File: config.mk
export PLATFORM = sky130hd
export DESIGN_NAME = websocket_frame_parser_flat
export DESIGN_NICKNAME = d
export VERILOG_FILES = /design/src/rtl/wsfp_pkg.sv /design/src/rtl/wsfp_if.sv /design/src/rtl/wsfp_parser.sv /design/src/rtl/wsfp_out_reg.sv /design/src/rtl/websocket_frame_parser.sv /design/src/flat_wrapper.sv
export VERILOG_INCLUDE_DIRS = /design/src /design/src/rtl
export SDC_FILE = /design/constraint.sdc
export NUM_CORES = 1
export LEC_CHECK = 0
export CORE_AREA = 2 2 150 225
export DETAILED_ROUTE_END_ITERATION = 8
export DIE_AREA = 0 0 152 227
export DONT_BUFFER_PORTS = 1
export PLACE_DENSITY = 0.75
export REMOVE_ABC_BUFFERS = 1
export SLEW_MARGIN = 20
export SYNTH_ARGS = -nofsm -noshare
export SYNTH_HDL_FRONTEND = slang
export SYNTH_SLANG_ARGS = --single-unit
File: constraint.sdc
create_clock -name clock -period 10.38 [get_ports clock]
set_input_delay 0 -clock clock [delete_from_list [all_inputs] [get_ports clock]]
set_output_delay 0 -clock clock [all_outputs]
set_load 0.01 [all_outputs]
File: src/rtl/assert_macros.svh
// Assertion macros used by the frame parser module.
`ifndef ASSERT_MACROS_SVH
`define ASSERT_MACROS_SVH

// Check a property on every rising clock edge outside reset.
`define WSFP_ASSERT(label, clk, rst, prop, msg) \
   label: assert property (@(posedge clk) disable iff (rst) prop) else $error(msg);

// Check that a condition never holds outside reset.
`define WSFP_NEVER(label, clk, rst, cond, msg) \
   `WSFP_ASSERT(label, clk, rst, !(cond), msg)

`endif

File: src/rtl/wsfp_pkg.sv
// Types and constants shared by the frame parser modules.
package wsfp_pkg;

   localparam int BYTE_W = 8;
   localparam int LEN_W  = 63;
   localparam int ACC_W  = 64;
   localparam int KEY_W  = 32;

   localparam logic [LEN_W-1:0] MAX_LEN_RESET = 63'd1024;

   localparam logic [6:0] LEN_CODE_EXT16 = 7'd126;
   localparam logic [6:0] LEN_CODE_EXT64 = 7'd127;

   localparam logic [2:0] EXT16_LAST_CNT = 3'd1;
   localparam logic [2:0] EXT64_LAST_CNT = 3'd7;
   localparam logic [2:0] KEY_LAST_CNT   = 3'd3;

   typedef enum logic [2:0] {
      PH_FIRST,
      PH_SECOND,
      PH_EXT16,
      PH_EXT64,
      PH_MASK,
      PH_PAYLOAD,
      PH_ERROR
   } phase_type;

   typedef enum logic [1:0] {
      KIND_HEADER = 2'd0,
      KIND_DATA   = 2'd1,
      KIND_ERROR  = 2'd2
   } kind_type;

   typedef struct packed {
      kind_type          kind;
      logic              fin;
      logic [2:0]        rsv_bits;
      logic [3:0]        opcode;
      logic              masked;
      logic [LEN_W-1:0]  payload_length;
      logic [BYTE_W-1:0] data_byte;
      logic              last_of_frame;
   } result_type;

endpackage

File: src/rtl/wsfp_if.sv
// Channel interfaces: received bytes, parse results and the length limit write.
interface wsfp_req_if;
   logic                        valid;
   logic                        ready;
   logic [wsfp_pkg::BYTE_W-1:0] rx_byte;

   modport source (output valid, output rx_byte, input ready);
   modport sink   (input valid, input rx_byte, output ready);
endinterface

interface wsfp_rsp_if;
   logic                        valid;
   logic                        ready;
   wsfp_pkg::kind_type          kind;
   logic                        fin;
   logic [2:0]                  rsv_bits;
   logic [3:0]                  opcode;
   logic                        masked;
   logic [wsfp_pkg::LEN_W-1:0]  payload_length;
   logic [wsfp_pkg::BYTE_W-1:0] data_byte;
   logic                        last_of_frame;

   modport source (output valid, output kind, output fin, output rsv_bits, output opcode,
                   output masked, output payload_length, output data_byte,
                   output last_of_frame, input ready);
   modport sink   (input valid, input kind, input fin, input rsv_bits, input opcode,
                   input masked, input payload_length, input data_byte,
                   input last_of_frame, output ready);
endinterface

interface wsfp_csr_if;
   logic                       valid;
   logic                       ready;
   logic [wsfp_pkg::LEN_W-1:0] data;

   modport source (output valid, output data, input ready);
   modport sink   (input valid, input data, output ready);
endinterface

File: src/rtl/wsfp_parser.sv
// Header and payload parse state with the per-byte next-state and result logic.
`include "assert_macros.svh"

module wsfp_parser (
   input  logic                       clock,
   input  logic                       reset,
   wsfp_req_if.sink                   req_if,
   input  logic                       take_ok,
   input  logic [wsfp_pkg::LEN_W-1:0] max_len,
   output logic                       res_valid,
   output wsfp_pkg::result_type       res
);

   wsfp_pkg::phase_type         phase_ff, phase_in;
   logic [7:0]                  hdr_ff, hdr_in;
   logic                        mask_ff, mask_in;
   logic [wsfp_pkg::ACC_W-1:0]  acc_ff, acc_in;
   logic [2:0]                  cnt_ff, cnt_in;
   logic [wsfp_pkg::KEY_W-1:0]  key_ff, key_in;
   logic [wsfp_pkg::ACC_W-1:0]  rem_ff, rem_in;
   logic [1:0]                  kp_ff, kp_in;

   logic                        accept;
   logic [wsfp_pkg::BYTE_W-1:0] b;
   logic [6:0]                  code;
   logic                        code_ext;
   logic                        mask_now;
   logic                        len_over;
   logic                        len_zero;
   logic                        known_now;
   logic                        hdr_now;
   logic                        rem_last;
   logic [wsfp_pkg::BYTE_W-1:0] key_byte;
   logic                        raw_valid;

   assign req_if.ready = take_ok;
   assign accept       = req_if.valid && take_ok;
   assign b            = req_if.rx_byte;
   assign code         = b[6:0];
   assign code_ext     = (code == wsfp_pkg::LEN_CODE_EXT16) || (code == wsfp_pkg::LEN_CODE_EXT64);

   // Length accumulator: seeded by the second byte, shifted in big-endian order.
   always_comb begin
      case (phase_ff)
         wsfp_pkg::PH_SECOND: begin
            acc_in = code_ext ? '0 : {{(wsfp_pkg::ACC_W-7){1'b0}}, code};
         end
         wsfp_pkg::PH_EXT16, wsfp_pkg::PH_EXT64: begin
            acc_in = {acc_ff[wsfp_pkg::ACC_W-wsfp_pkg::BYTE_W-1:0], b};
         end
         default: begin
            acc_in = acc_ff;
         end
      endcase
   end

   assign mask_now = (phase_ff == wsfp_pkg::PH_SECOND) ? b[7] : mask_ff;
   assign len_over = acc_in > {1'b0, max_len};
   assign len_zero = (acc_in == '0);
   assign rem_last = (rem_ff == {{(wsfp_pkg::ACC_W-1){1'b0}}, 1'b1});

   assign known_now = ((phase_ff == wsfp_pkg::PH_SECOND) && !code_ext)
                   || ((phase_ff == wsfp_pkg::PH_EXT16) && (cnt_ff == wsfp_pkg::EXT16_LAST_CNT))
                   || ((phase_ff == wsfp_pkg::PH_EXT64) && (cnt_ff == wsfp_pkg::EXT64_LAST_CNT));

   assign hdr_now = (known_now && !len_over && !mask_now)
                 || ((phase_ff == wsfp_pkg::PH_MASK) && (cnt_ff == wsfp_pkg::KEY_LAST_CNT));

   // Key byte for the current payload position, first key byte in the top bits.
   always_comb begin
      case (kp_ff)
         2'd0:    key_byte = key_ff[31:24];
         2'd1:    key_byte = key_ff[23:16];
         2'd2:    key_byte = key_ff[15:8];
         default: key_byte = key_ff[7:0];
      endcase
   end

   // Next state
   always_comb begin
      phase_in = phase_ff;
      hdr_in   = hdr_ff;
      mask_in  = mask_ff;
      cnt_in   = cnt_ff;
      key_in   = key_ff;
      rem_in   = rem_ff;
      kp_in    = kp_ff;
      case (phase_ff)
         wsfp_pkg::PH_SECOND: begin
            mask_in = b[7];
            cnt_in  = '0;
            if (code == wsfp_pkg::LEN_CODE_EXT16) begin
               phase_in = wsfp_pkg::PH_EXT16;
            end else if (code == wsfp_pkg::LEN_CODE_EXT64) begin
               phase_in = wsfp_pkg::PH_EXT64;
            end
         end
         wsfp_pkg::PH_EXT16, wsfp_pkg::PH_EXT64: begin
            if (!known_now) begin
               cnt_in = cnt_ff + 3'd1;
            end
         end
         wsfp_pkg::PH_MASK: begin
            key_in = {key_ff[wsfp_pkg::KEY_W-wsfp_pkg::BYTE_W-1:0], b};
            if (cnt_ff != wsfp_pkg::KEY_LAST_CNT) begin
               cnt_in = cnt_ff + 3'd1;
            end
         end
         wsfp_pkg::PH_PAYLOAD: begin
            kp_in  = kp_ff + 2'd1;
            rem_in = rem_ff - {{(wsfp_pkg::ACC_W-1){1'b0}}, 1'b1};
            if (rem_last) begin
               phase_in = wsfp_pkg::PH_FIRST;
            end
         end
         wsfp_pkg::PH_ERROR: begin
            phase_in = wsfp_pkg::PH_ERROR;
         end
         default: begin
            hdr_in   = b;
            key_in   = '0;
            phase_in = wsfp_pkg::PH_SECOND;
         end
      endcase
      // Length complete: check the limit, then read the key or open the payload.
      if (known_now) begin
         if (len_over) begin
            phase_in = wsfp_pkg::PH_ERROR;
         end else if (mask_now) begin
            phase_in = wsfp_pkg::PH_MASK;
            cnt_in   = '0;
         end
      end
      if (hdr_now) begin
         rem_in   = acc_in;
         kp_in    = '0;
         phase_in = len_zero ? wsfp_pkg::PH_FIRST : wsfp_pkg::PH_PAYLOAD;
      end
   end

   // Result
   always_comb begin
      raw_valid          = 1'b0;
      res.kind           = wsfp_pkg::KIND_HEADER;
      res.fin            = hdr_ff[7];
      res.rsv_bits       = hdr_ff[6:4];
      res.opcode         = hdr_ff[3:0];
      res.masked         = mask_now;
      res.payload_length = acc_in[wsfp_pkg::ACC_W-1] ? '1 : acc_in[wsfp_pkg::LEN_W-1:0];
      res.data_byte      = '0;
      res.last_of_frame  = 1'b0;
      if (known_now && len_over) begin
         raw_valid         = 1'b1;
         res.kind          = wsfp_pkg::KIND_ERROR;
         res.last_of_frame = 1'b1;
      end else if (hdr_now) begin
         raw_valid         = 1'b1;
         res.last_of_frame = len_zero;
      end else if (phase_ff == wsfp_pkg::PH_PAYLOAD) begin
         raw_valid         = 1'b1;
         res.kind          = wsfp_pkg::KIND_DATA;
         res.data_byte     = mask_ff ? (b ^ key_byte) : b;
         res.last_of_frame = rem_last;
      end
   end

   assign res_valid = accept && raw_valid;

   always_ff @(posedge clock) begin
      if (reset) begin
         phase_ff <= wsfp_pkg::PH_FIRST;
         hdr_ff   <= '0;
         mask_ff  <= 1'b0;
         acc_ff   <= '0;
         cnt_ff   <= '0;
         key_ff   <= '0;
         rem_ff   <= '0;
         kp_ff    <= '0;
      end else if (accept) begin
         phase_ff <= phase_in;
         hdr_ff   <= hdr_in;
         mask_ff  <= mask_in;
         acc_ff   <= acc_in;
         cnt_ff   <= cnt_in;
         key_ff   <= key_in;
         rem_ff   <= rem_in;
         kp_ff    <= kp_in;
      end
   end

   `WSFP_NEVER(a_error_silent, clock, reset, (phase_ff == wsfp_pkg::PH_ERROR) && res_valid, "result produced after length error")
   `WSFP_ASSERT(a_error_sticks, clock, reset, res_valid && (res.kind == wsfp_pkg::KIND_ERROR) |=> (phase_ff == wsfp_pkg::PH_ERROR), "error transfer did not enter the error phase")
   `WSFP_ASSERT(a_last_byte_ends, clock, reset, res_valid && (res.kind == wsfp_pkg::KIND_DATA) && res.last_of_frame |=> (phase_ff == wsfp_pkg::PH_FIRST), "frame did not close after its last byte")
   `WSFP_ASSERT(a_empty_closes, clock, reset, res_valid && (res.kind == wsfp_pkg::KIND_HEADER) && (res.payload_length == '0) |-> res.last_of_frame, "empty frame header not flagged last")

endmodule

File: src/rtl/wsfp_out_reg.sv
// Result register between the parser and the result channel.
module wsfp_out_reg (
   input  logic                 clock,
   input  logic                 reset,
   input  logic                 res_valid,
   input  wsfp_pkg::result_type res,
   output logic                 take_ok,
   wsfp_rsp_if.source           rsp_if
);

   logic                 valid_ff, valid_in;
   wsfp_pkg::result_type data_ff;

   // Take a new result whenever the register is empty or its transfer completes.
   assign take_ok  = !valid_ff || rsp_if.ready;
   assign valid_in = take_ok ? res_valid : valid_ff;

   always_ff @(posedge clock) begin
      if (reset) begin
         valid_ff <= 1'b0;
      end else begin
         valid_ff <= valid_in;
      end
   end

   always_ff @(posedge clock) begin
      if (take_ok && res_valid) begin
         data_ff <= res;
      end
   end

   assign rsp_if.valid          = valid_ff;
   assign rsp_if.kind           = data_ff.kind;
   assign rsp_if.fin            = data_ff.fin;
   assign rsp_if.rsv_bits       = data_ff.rsv_bits;
   assign rsp_if.opcode         = data_ff.opcode;
   assign rsp_if.masked         = data_ff.masked;
   assign rsp_if.payload_length = data_ff.payload_length;
   assign rsp_if.data_byte      = data_ff.data_byte;
   assign rsp_if.last_of_frame  = data_ff.last_of_frame;

endmodule

File: src/rtl/websocket_frame_parser.sv
// WebSocket receive frame parser: one byte in, at most one header, data or error result out.
//
// Takes one stream byte per cycle; its result comes from the result register in the next
// cycle. A new byte is taken every cycle while that register is empty or being drained,
// so throughput is one byte per clock. Header bytes (first byte, length byte, extended
// length, masking key) produce no result until the header is complete, when one header
// result is sent; each payload byte then gives one unmasked data result. The longest path
// is the 64-bit length compare against the limit. A frame longer than the limit gives a
// single error result, after which all input is accepted and dropped until reset. The
// limit register resets to 1024 and should be written only while the parser is idle.
module websocket_frame_parser (
   input  logic       clock,
   input  logic       reset,
   wsfp_req_if.sink   req_if,
   wsfp_rsp_if.source rsp_if,
   wsfp_csr_if.sink   csr_if
);

   logic [wsfp_pkg::LEN_W-1:0] max_len_ff, max_len_in;
   logic                       take_ok;
   logic                       res_valid;
   wsfp_pkg::result_type       res;

   assign csr_if.ready = 1'b1;
   assign max_len_in   = csr_if.valid ? csr_if.data : max_len_ff;

   always_ff @(posedge clock) begin
      if (reset) begin
         max_len_ff <= wsfp_pkg::MAX_LEN_RESET;
      end else begin
         max_len_ff <= max_len_in;
      end
   end

   wsfp_parser u_parser (
      .clock     (clock),
      .reset     (reset),
      .req_if    (req_if),
      .take_ok   (take_ok),
      .max_len   (max_len_ff),
      .res_valid (res_valid),
      .res       (res)
   );

   wsfp_out_reg u_out_reg (
      .clock     (clock),
      .reset     (reset),
      .res_valid (res_valid),
      .res       (res),
      .take_ok   (take_ok),
      .rsp_if    (rsp_if)
   );

endmodule
File: src/flat_wrapper.sv
// flat-port wrapper written by rule: the top's interface ports become plain ports
module websocket_frame_parser_flat 
  (clock, reset, req_if_valid, req_if_rx_byte, req_if_ready, rsp_if_valid, rsp_if_kind, rsp_if_fin, rsp_if_rsv_bits, rsp_if_opcode, rsp_if_masked, rsp_if_payload_length, rsp_if_data_byte, rsp_if_last_of_frame, rsp_if_ready, csr_if_valid, csr_if_data, csr_if_ready);
  wsfp_req_if req_if_i ();
  wsfp_rsp_if rsp_if_i ();
  wsfp_csr_if csr_if_i ();
  input  logic clock;
  input  logic reset;
  input wire logic [$bits(req_if_i.valid)-1:0] req_if_valid;
  input wire logic [$bits(req_if_i.rx_byte)-1:0] req_if_rx_byte;
  output wire logic [$bits(req_if_i.ready)-1:0] req_if_ready;
  output wire logic [$bits(rsp_if_i.valid)-1:0] rsp_if_valid;
  output wire logic [$bits(rsp_if_i.kind)-1:0] rsp_if_kind;
  output wire logic [$bits(rsp_if_i.fin)-1:0] rsp_if_fin;
  output wire logic [$bits(rsp_if_i.rsv_bits)-1:0] rsp_if_rsv_bits;
  output wire logic [$bits(rsp_if_i.opcode)-1:0] rsp_if_opcode;
  output wire logic [$bits(rsp_if_i.masked)-1:0] rsp_if_masked;
  output wire logic [$bits(rsp_if_i.payload_length)-1:0] rsp_if_payload_length;
  output wire logic [$bits(rsp_if_i.data_byte)-1:0] rsp_if_data_byte;
  output wire logic [$bits(rsp_if_i.last_of_frame)-1:0] rsp_if_last_of_frame;
  input wire logic [$bits(rsp_if_i.ready)-1:0] rsp_if_ready;
  input wire logic [$bits(csr_if_i.valid)-1:0] csr_if_valid;
  input wire logic [$bits(csr_if_i.data)-1:0] csr_if_data;
  output wire logic [$bits(csr_if_i.ready)-1:0] csr_if_ready;
  assign req_if_i.valid = req_if_valid;
  assign req_if_i.rx_byte = req_if_rx_byte;
  assign req_if_ready = req_if_i.ready;
  assign rsp_if_valid = rsp_if_i.valid;
  assign rsp_if_kind = rsp_if_i.kind;
  assign rsp_if_fin = rsp_if_i.fin;
  assign rsp_if_rsv_bits = rsp_if_i.rsv_bits;
  assign rsp_if_opcode = rsp_if_i.opcode;
  assign rsp_if_masked = rsp_if_i.masked;
  assign rsp_if_payload_length = rsp_if_i.payload_length;
  assign rsp_if_data_byte = rsp_if_i.data_byte;
  assign rsp_if_last_of_frame = rsp_if_i.last_of_frame;
  assign rsp_if_i.ready = rsp_if_ready;
  assign csr_if_i.valid = csr_if_valid;
  assign csr_if_i.data = csr_if_data;
  assign csr_if_ready = csr_if_i.ready;
  websocket_frame_parser u_core (.clock(clock), .reset(reset), .req_if(req_if_i), .rsp_if(rsp_if_i), .csr_if(csr_if_i));
endmodule
==> impl_metrics.ini <==
[route]
drc = 2
vias = 14590
ant_nets = 0
via_per_inst = 6.27
finalWirelength_um = 50900
drtIter0Drc = 1439
first_pass_iters = 9
wire_per_inst_um = 21.9

[clocking]
cts_hold_buffers = 142
htreeDepth = 1
cts_buffer_depth = 3
cts.sinks = 324
cts_root_buf = clkbuf_16
cts_tree = done
cts_resized = 0
clk_latency_ns = 0.59
cts_setup_buffers = 0
numCtsBuffers = 31
clkSlewWorstSetupHoldPaths_ns = 0.07

[power_and_ir_drop]
combPwrFrac = 0.305
ir_worst_vdd_mv = 0.158
p_int_mw = 2.45
switching_share = 0.353
cellLeakagePower_nw = 7.81
p_seq_frac = 0.394
p_sw_mw = 1.34
clkPwrFrac = 0.301
p_per_area_nw_per_um2 = 202

[layout]
n_fill_cell = 2747
drive_gt1_frac = 0.0554
antennaDiodeCount = 0
areaGrowthSynthToFinish_pct = 17.1
multi_input_area_um2 = 7830
num-nets-final = 2037
final_cell_area_um2 = 18800
ff_latch_area_um2 = 7320

[die]
num_io_pins = 162
rows = 81
chipHeight_um = 227
fp.dieW_um = 152
core_area_um2 = 32500
start_util = 0.493
die_area_um2 = 34500

[worst_setup_path]
end_kind = register
crit_start = u_core.u_parser.phase_ff[2]$_SDFFE_PP0P_
cp_max_fo = 66
worst-path-buf-inv = 3
crit_type = reg2reg
rr_worst_depth = 14
reg2reg_slack_ns = 3.94
r2r-end = u_core.u_out_reg.rsp_if.payload_length[16]$_SDFFCE_PP1P_
worstPathArrival_ns = 6.66
path_depth = 14
critPathMaxStageDelay_ns = 0.83
rr_startpoint = u_core.u_parser.phase_ff[2]$_SDFFE_PP0P_
worstSetupEndpoint = u_core.u_out_reg.rsp_if.payload_length[16]$_SDFFCE_PP1P_
crit_chain = o21bai_4 > buf_4 > a22oi_1 > inv_1 > ha_1 > nand4_1 > nor4_1 > nand4_1 > a31oi_1 > a2111oi_2 > o21ai_0 > a21oi_1 > nor2_4 > buf_4
start_kind = register
crit_family = compound AO/OA/AOI/OAI gates
cp.required_ns = 10.60
crit_slowest_cell = a22oi_1

[sta]
rsz0062_at_grt = false
period_share = 0.621
skew_ns = 0.0185
timing.final.ws_setup_ns = 3.94
maxSlewViolCount = 0
clock.fmax_ghz = 0.155
max-slew-margin-rel = 0.249
hold_slack_ns = 0.112
final.setup.tns_ns = 0
period_minus_slack_ns = 6.44
setup_viol = 0
hold_viol = 0
worst_pin_slew_ns = 1.12

[grt]
grt_overflow = 0
grtUsageMet3 = 0.0451
gr-usage-met2 = 0.504
grt_pass1_wl_um = 78400
antenna_found_initial = 0
grt_max_degree = 194
grt.busiest_layer = met2
grtUsageMet1 = 0.323
grt_use_total = 0.284
first_global_vias = 14300

[run]
cap_violations = 0

[logic_synthesis]
synth_area_um2 = 16100
synth_area_per_cell_um2 = 8.88
synth_cell_types = 72
ys_ff_latch = 324
yosys_warnings = 0
syn_inst = 1807
synthArstFlopShare = 0
synth-edff-count = 83
yosysSeqAreaShare = 0.456
synth_ff_type = dfxtp_1

[place]
place_ws_ns = 3.71
placedInstanceArea_um2 = 16300
gp_congestion = 0.927
detailed_place_hpwl_um = 32500
port_buffers = 0

[outcome]
status = complete, but fails checks
violations = DRC

[min_path]
hold_class = in2reg
[metrics by stage]
| step | cells | power (mW) | utilization |
|---|---|---|---|
| finish | 2327 | 3.79 | 0.578 |
| CTS | 2326 | 3.76 | 0.577 |
| global placement | 2126 | 2.54 | 0.502 |
| detailed placement | 2126 | 2.57 | 0.502 |
| floorplan | 1694 | 2.27 | - |
| global route | 2327 | 3.96 | 0.578 |
[cell usage in the layout (no fill, tap or decap), types with 5 or more instances in the layout]
master         Yosys  layout
a211oi_1          72      72
nor4_1            20      20
o311ai_0           5       5
buf_4              1      17
a222oi_1           8       8
ha_1              74      74
a22o_1             5       5
dlygate4sd3_1      0     141
a31oi_1           11      11
nor2_1           174     170
clkbuf_16          0      31
o211ai_1           7       7
edfxtp_1          83      83
or4_1              9       9
o22ai_1           28      28
and3_1             7       7
nand3_1           63      63
or2_2              7       7
nand2_1          196     196
o41ai_1            7       7
o31ai_1           23      23
dfxtp_1          241     241
a32o_1             8       8
o21ai_0           53      53
clkinv_2           0       8
nand2b_1          10      10
mux2i_1           77      77
o2bb2ai_1          7       7
nor3_1            48      48
or3_1             20      20
o221a_2            6       6
clkinv_1           0       5
o221ai_1           8       8
inv_1            142     142
a22oi_1           70      69
nand4_1           37      37
a221oi_1          11      11
xor2_1            10      10
clkinvlp_4         0       7
a21oi_1           94      93
[kinds of logic (layout without fill, tap and decap cells)]
logic type	after synthesis	count (layout)	synth area share
AND/OR/NAND/NOR	610	610	0.175
AO/OA/AOI/OAI	451	451	0.194
XOR/XNOR	13	13	0.00709
flip-flops	324	324	0.456
multiplexers	79	79	0.0494
adder cells (fa/ha/maj)	74	74	0.0577
buffers and inverters	255	360	0.0606
other	1	1	0.000234
[power by group through the flow]
| stage | registers [mW] | logic (mW) | clock network (mW) |
|---|---|---|---|
| 5_1_grt | 1.50 | 1.26 | 1.20 |
| 3_3_place_gp | 1.51 | 1.03 | 0 |
| 3_5_place_dp | 1.52 | 1.05 | 0 |
| 6_report | 1.49 | 1.16 | 1.14 |
| 4_1_cts | 1.49 | 1.12 | 1.15 |
| 2_1_floorplan | 1.49 | 0.782 | 0 |
[worst min-delay path by stage]
stage	from	to	slack, ns	cells after the start
2_1_floorplan	reset	u_core.u_parser.hdr_ff[0]$_SDFFE_PP0P_	0.07	1
3_3_place_gp	reset	u_core.max_len_ff[19]$_SDFFE_PP0P_	0.11	1
3_5_place_dp	reset	u_core.max_len_ff[19]$_SDFFE_PP0P_	0.11	1
4_1_cts	req_if_valid	u_core.u_parser.cnt_ff[2]$_SDFFE_PP0P_	0.05	3
5_1_grt	csr_if_data[10]	u_core.max_len_ff[10]$_SDFFE_PP1P_	0.12	3
6_report	csr_if_data[10]	u_core.max_len_ff[10]$_SDFFE_PP1P_	0.11	3
[per-layer routing]
layer | wire length (µm) | vias up | part of all wire
li1 | - | 6768 | -
met1 | 19000 | 6921 | 0.37
met2 | 25100 | 703 | 0.49
met3 | 3490 | 198 | 0.068
met4 | 3310 | 0 | 0.065
met5 | 0 | - | 0
[flip-flops by register name, indices dropped and copies added, names as in the netlist, 4 cells and up]
signal / count
u_core.u_parser.key_ff: 32
u_core.u_out_reg.rsp_if.opcode: 4
u_core.u_out_reg.rsp_if.data_byte: 8
u_core.u_parser.hdr_ff: 8
u_core.u_parser.acc_ff: 64
u_core.max_len_ff: 63
u_core.u_parser.rem_ff: 64
u_core.u_out_reg.rsp_if.payload_length: 63
[worst register-to-register path, delay by kind of cell, from the launching register on]
kind | cells | cell delay, ns
AOI/OAI and AO/OA | 6 | 2.40
and+or+nand+nor | 4 | 1.76
buffers and inverters | 3 | 1.04
DFF | 1 | 0.49
adders and majority gates | 1 | 0.34
[Yosys cell counts (20+ instances only)]
cell	number	area share
or3_1	20	0.0078
nand2_1	196	0.046
nand3_1	63	0.020
o21ai_0	53	0.017
a22oi_1	70	0.033
mux2i_1	77	0.048
nor2_1	174	0.041
inv_1	142	0.033
o31ai_1	23	0.011
dfxtp_1	241	0.30
clkbuf_1	82	0.019
nand4_1	37	0.014
buf_1	26	0.0061
o22ai_1	28	0.011
edfxtp_1	83	0.16
ha_1	74	0.058
nor3_1	48	0.015
a211oi_1	72	0.034
nor4_1	20	0.0078
a21oi_1	94	0.029
[cell type report]
class | count | share of cell area
multi-input cells | 1228 | 0.416
well taps | 415 | 0.0276
flip-flops and latches | 324 | 0.389
inverters | 142 | 0.0284
clock inverters | 26 | 0.0121
repair buffers | 160 | 0.0848
clock buffers | 32 | 0.0415
Power figures use the tool's default switching activity.
